## src/cptl_pkg.sv

```systemverilog
// ----------------------------------------------------------------------------
// Carrier phase tracking loop package
// Widths, register indexes, command op codes, command and status types
// and the arctangent table in turns at 2^32 per turn.
// ----------------------------------------------------------------------------
package cptl_pkg;

  localparam int SampleWidth  = 16;
  localparam int CordicStages = 16;
  localparam int FracBits     = 8;
  localparam int TableLen     = 24;
  localparam int NumStages    = (CordicStages < TableLen) ? CordicStages : TableLen;
  localparam int StageW       = $clog2(NumStages + 1);
  // Working width of the CORDIC x and y values.
  localparam int WorkW        = SampleWidth + FracBits + 3;
  localparam int GainW        = 32;
  localparam int PhaseW       = 32;
  localparam int ErrW         = 16;
  localparam int CfgIdxW      = 1;

  localparam logic [CfgIdxW-1:0] RegPropGain = 1'd0;
  localparam logic [CfgIdxW-1:0] RegIntGain  = 1'd1;

  localparam logic [GainW-1:0] PropGainReset = 32'd108244879;
  localparam logic [GainW-1:0] IntGainReset  = 32'd190172;
  localparam logic [25:0]      InvGainQ24    = 26'd10188014;

  typedef enum logic [2:0] {
    OP_NONE,
    OP_LOAD,
    OP_ROTATE,
    OP_SCALE,
    OP_VEC_INIT,
    OP_VECTOR,
    OP_FILTER,
    OP_UPDATE
  } op_e;

  typedef struct packed {
    op_e               op;
    logic [StageW-1:0] stage;
  } cmd_t;

  typedef struct packed {
    logic zero_vec;
  } stat_t;

  function automatic logic [31:0] atan_turns(input logic [4:0] k);
    logic [31:0] v;
    case (k)
      5'd0:  v = 32'd536870912;
      5'd1:  v = 32'd316933406;
      5'd2:  v = 32'd167458907;
      5'd3:  v = 32'd85004756;
      5'd4:  v = 32'd42667331;
      5'd5:  v = 32'd21354465;
      5'd6:  v = 32'd10679838;
      5'd7:  v = 32'd5340245;
      5'd8:  v = 32'd2670163;
      5'd9:  v = 32'd1335087;
      5'd10: v = 32'd667544;
      5'd11: v = 32'd333772;
      5'd12: v = 32'd166886;
      5'd13: v = 32'd83443;
      5'd14: v = 32'd41722;
      5'd15: v = 32'd20861;
      5'd16: v = 32'd10430;
      5'd17: v = 32'd5215;
      5'd18: v = 32'd2608;
      5'd19: v = 32'd1304;
      5'd20: v = 32'd652;
      5'd21: v = 32'd326;
      5'd22: v = 32'd163;
      5'd23: v = 32'd81;
      default: v = 32'd0;
    endcase
    return v;
  endfunction

endpackage

```

## src/cptl_ctrl.sv

```systemverilog
// ----------------------------------------------------------------------------
// Carrier phase tracking loop controller
// Sequences load, rotation, scaling, vectoring and loop filter steps.
// ----------------------------------------------------------------------------
module cptl_ctrl import cptl_pkg::*; (
  input  logic  clk_i,
  input  logic  rst_ni,
  input  logic  in_valid_i,
  output logic  in_ready_o,
  output logic  out_valid_o,
  input  logic  out_ready_i,
  input  stat_t stat_i,
  output cmd_t  cmd_o
);

  localparam logic [2:0] StIdle   = 3'd0;
  localparam logic [2:0] StRotate = 3'd1;
  localparam logic [2:0] StScale  = 3'd2;
  localparam logic [2:0] StVInit  = 3'd3;
  localparam logic [2:0] StVector = 3'd4;
  localparam logic [2:0] StFilter = 3'd5;
  localparam logic [2:0] StUpdate = 3'd6;

  logic [2:0]        state_q, state_d;
  logic [StageW-1:0] stage_q, stage_d;
  logic              out_valid_q, out_valid_d;
  logic              last_stage;

  assign last_stage = (stage_q == StageW'(NumStages - 1));
  // The result register may still be full while a new sample is worked on;
  // only the final write waits for it.
  assign in_ready_o  = (state_q == StIdle);
  assign out_valid_o = out_valid_q;

  always_comb begin
    state_d     = state_q;
    stage_d     = stage_q;
    out_valid_d = out_valid_q;
    cmd_o.op    = OP_NONE;
    cmd_o.stage = stage_q;
    if (out_valid_q && out_ready_i) begin
      out_valid_d = 1'b0;
    end
    unique case (state_q)
      StIdle: begin
        if (in_valid_i) begin
          cmd_o.op = OP_LOAD;
          stage_d  = '0;
          state_d  = StRotate;
        end
      end
      StRotate: begin
        cmd_o.op = OP_ROTATE;
        stage_d  = stage_q + 1'b1;
        if (last_stage) begin
          state_d = StScale;
        end
      end
      StScale: begin
        cmd_o.op = OP_SCALE;
        state_d  = StVInit;
      end
      StVInit: begin
        cmd_o.op = OP_VEC_INIT;
        stage_d  = '0;
        state_d  = stat_i.zero_vec ? StFilter : StVector;
      end
      StVector: begin
        cmd_o.op = OP_VECTOR;
        stage_d  = stage_q + 1'b1;
        if (last_stage) begin
          state_d = StFilter;
        end
      end
      StFilter: begin
        cmd_o.op = OP_FILTER;
        state_d  = StUpdate;
      end
      StUpdate: begin
        if (!out_valid_d) begin
          cmd_o.op    = OP_UPDATE;
          out_valid_d = 1'b1;
          state_d     = StIdle;
        end
      end
      default: state_d = StIdle;
    endcase
  end

  always_ff @(posedge clk_i or negedge rst_ni) begin
    if (!rst_ni) begin
      state_q     <= StIdle;
      stage_q     <= '0;
      out_valid_q <= 1'b0;
    end else begin
      state_q     <= state_d;
      stage_q     <= stage_d;
      out_valid_q <= out_valid_d;
    end
  end

  a_update_sets_valid: assert property (@(posedge clk_i) disable iff (!rst_ni)
    (cmd_o.op == OP_UPDATE) |=> out_valid_q)
    else $error("result not shown after update");
  a_accept_idle: assert property (@(posedge clk_i) disable iff (!rst_ni)
    (in_valid_i && in_ready_o) |=> (state_q == StRotate) && (stage_q == '0))
    else $error("accepted item did not start rotation");
  a_stage_range: assert property (@(posedge clk_i) disable iff (!rst_ni)
    (state_q == StRotate || state_q == StVector) |-> stage_q < StageW'(NumStages))
    else $error("stage counter out of range");

endmodule

```

## config.mk

```make
export PLATFORM = sky130hd
export DESIGN_NAME = cptl_ctrl
export DESIGN_NICKNAME = d
export VERILOG_FILES = /design/src/cptl_pkg.sv /design/src/cptl_ctrl.sv
export SDC_FILE = /design/constraint.sdc
export NUM_CORES = 1
export LEC_CHECK = 0
export ABC_AREA = 1
export BUFFER_PORTS_ARGS = -buffer_cell sky130_fd_sc_hd__buf_2
export CAP_MARGIN = 20
export CORE_MARGIN = 3
export CORE_UTILIZATION = 30
export CTS_CLUSTER_DIAMETER = 50
export DETAILED_ROUTE_END_ITERATION = 7
export GPL_ROUTABILITY_DRIVEN = 0
export PLACE_DENSITY = 0.61
export SLEW_MARGIN = 20
export SYNTH_ARGS = -nofsm -noshare
export SYNTH_HDL_FRONTEND = slang
export SYNTH_SLANG_ARGS = --single-unit
export TNS_END_PERCENT = 5
```

## constraint.sdc

```tcl
create_clock -name clk_i -period 2.4 [get_ports clk_i]
set_input_delay 0.36 -clock clk_i [delete_from_list [all_inputs] [get_ports clk_i]]
set_output_delay 0.36 -clock clk_i [all_outputs]
set_load 0.01 [all_outputs]
```

==> run metrics <==
number of buffers added on ports=14; WP data arrival=1.30 ns; TritonCTS clock tree=done; remaining antenna violation count=0; Fill cells=~190; final setup violating endpoints=0; # DRC=0; VDD IR max=between 0.0004 and 0.0005 V; clk buf depth=2; WL/cell=9.63 µm; Synthesized Nets=87; largest net degree at the start of global routing=10; CP required=just over 2 ns; number of synthesized register bits=9; kind of critical path=register to primary output; Hold Crit Start=out_ready_i; Chip Height=roughly 50 µm; first-pass GRT wire length=2010 µm; Power Dens Cells=around 1300 nW/µm²; mapped cell area=~580 µm²; layout net count=about 110; die footprint=2490 µm²; cell count after placement=around 120; synth unique cells=17; Worst-path clk slew=0.06 ns; Slew headroom=83.5%; share of layout cells above drive strength 1=roughly 28%; status=complete, no violations; R2R Setup Slk=1.00 ns; most common cell after layout, fill and taps aside=nand2_1; WHS Path Cells=4; CTS resizes=0; Total GRT Usage=between 10 and 15%; Vias=roughly 560; final wirelength=approximately 1200 µm; Sink Count=9; Ports=15; H-tree levels=1; fraction of the yosys area taken by sequential cells=38.9%; Yosys warnings=0; Hold Vio Cnt, Final=0; # Post-CTS Setup Buffers=0; post-route minimum period=1.66 ns; initial antenna violation count=0; RSZ-0062 raised after global routing=no; CTS Buf Count=3; Core Region=1780 µm²; Max FO, Critical Path=7; commonest non-fill, non-tap cells in the layout=nand2_1 (25), buf_2 (14), inv_1 (13); number of global-route vias before repair=slightly below 500; Root Buffer=clkbuf_4; Fin Clk Skew=~0.0027 ns; initial core utilization=roughly a third; max-capacitance violation count=0; vias per inst=4.51; GR Overflow Total=0; FMAX=roughly 0.60 GHz; Worst Max-Slew Pin Slew=between 0.2 and 0.25 ns; worst r2r dst=state_q[2]$_DFFE_PN0P_; Clock Latency Late Sink=0.27 ns; fin cells=around 120; Die W=between 40 and 50 µm; sum of negative setup slack=0 ns; Initial DRC Count=12; Crit. End Element=primary output; crit path launch type=register; r2r startpoint=stage_q[0]$_DFFE_PN0P_; DP HPWL=a little under 900 µm; Rows=15; Tcrit/Tclk final=between 60 and 70%; Synth Area per Inst=between 7 and 8 µm²; R2R depth=8; worst hold path class=input pin to register; Max Slew Vio Count=0; LEAKAGE=0.414 nW; Antenna Cells=0; Hold EP=out_valid_o$_DFF_PN0_; Synth Instances=80; DR pass1 iterations=4; synthesis-to-layout area growth=21.4%
-- through the flow --
step           power, mW  setup WS, ns  hold WS [ns]  cell area (µm²)  util, %
2_1_floorplan      0.655          1.10        0.0644              579        -
3_3_place_gp       0.781          1.00         0.230              667     37.4
3_5_place_dp       0.783          1.03         0.231              667     37.4
4_1_cts            0.913         0.738         0.397              703     39.4
5_1_grt            0.998         0.633         0.442              703     39.4
6_report           0.909         0.744         0.392              703     39.4
-- how the worst max path moves through the flow --
stage	slack [ns]	to	start	depth (start not counted)
after floorplan	1.10	state_q[2]$_DFFE_PN0P_	stage_q[0]$_DFFE_PN0P_	8
after global placement	1.00	cmd_o[7]	state_q[1]$_DFFE_PN0P_	5
after detailed placement	1.03	cmd_o[7]	state_q[1]$_DFFE_PN0P_	5
after CTS	0.74	cmd_o[7]	state_q[1]$_DFFE_PN0P_	5
after global routing	0.63	cmd_o[7]	state_q[1]$_DFFE_PN0P_	5
final	0.74	cmd_o[7]	state_q[1]$_DFFE_PN0P_	5
-- layer usage --
metal / share of wire (%) / wire length (µm) / global-route usage (%)
met1: 45 / 536 / 12.7
met2: 47 / 561 / 17.6
met3: 5.2 / 61 / 3.63
met4: 2.1 / 25 / 6.91
met5: 0 / 0 / 0
-- sequential cells by signal, summed over array words and instances (netlist names) --
register	cells
out_valid_o	1
state_q	3
stage_q	5
-- cells in the mapped netlist --
library cell | count | area share [%]
or2_2 | 1 | 1.1
nand2_1 | 25 | 16
ha_1 | 2 | 4.3
inv_1 | 13 | 8.4
o21ai_2 | 1 | 1.5
nand2_2 | 1 | 1.1
clkbuf_8 | 1 | 2.4
nand3_1 | 10 | 8.6
nor2_2 | 4 | 4.3
dfrtp_1 | 9 | 39
nand4_1 | 1 | 1.1
inv_2 | 1 | 0.65
nor2_1 | 4 | 2.6
xor2_1 | 1 | 1.5
o21ai_1 | 3 | 2.6
o21ai_0 | 1 | 0.86
nand2_4 | 2 | 3.9
-- logic make-up after synthesis --
family,after synthesis,synth area share [%]
and+or+nand+nor,48,38.9
buffers and inverters,15,11.4
DFF,9,38.9
AOI/OAI and AO/OA,5,4.97
adders and majority gates,2,4.32
xor gates and xnor gates,1,1.51
-- critical path, stage by stage (launching register included) --
cell and delay, ns:
dfrtp_1 0.46, nand2_1 0.10, inv_1 0.04, o21ai_0 0.22, nand2_1 0.07, buf_2 0.14
-- repair_timing --
item,CTS,global route
endpoints found under the hold margin,9,0
hold buffers,1,0
endpoints found under the setup margin,0,0
-- cell type report --
cell class	instances	area (µm²)	area share, %
repair buffers	15	80.1	11.4
well taps	25	31.3	4.45
flip-flops and latches	9	225	32.0
inverters	14	52.6	7.47
clock buffers	4	26.3	3.74
multi-input cells	56	288	40.9
-- report_power, final --
part / switching [mW] / internal, mW / leakage [nW] / total [mW]
clock network: 0.0594 / 0.0643 / 0.0150 / 0.124
registers: 0.0648 / 0.209 / 0.118 / 0.274
logic: 0.319 / 0.192 / 0.281 / 0.511
total: 0.443 / 0.466 / 0.414 / 0.909
No activity file was read; power rests on OpenSTA's default activity.
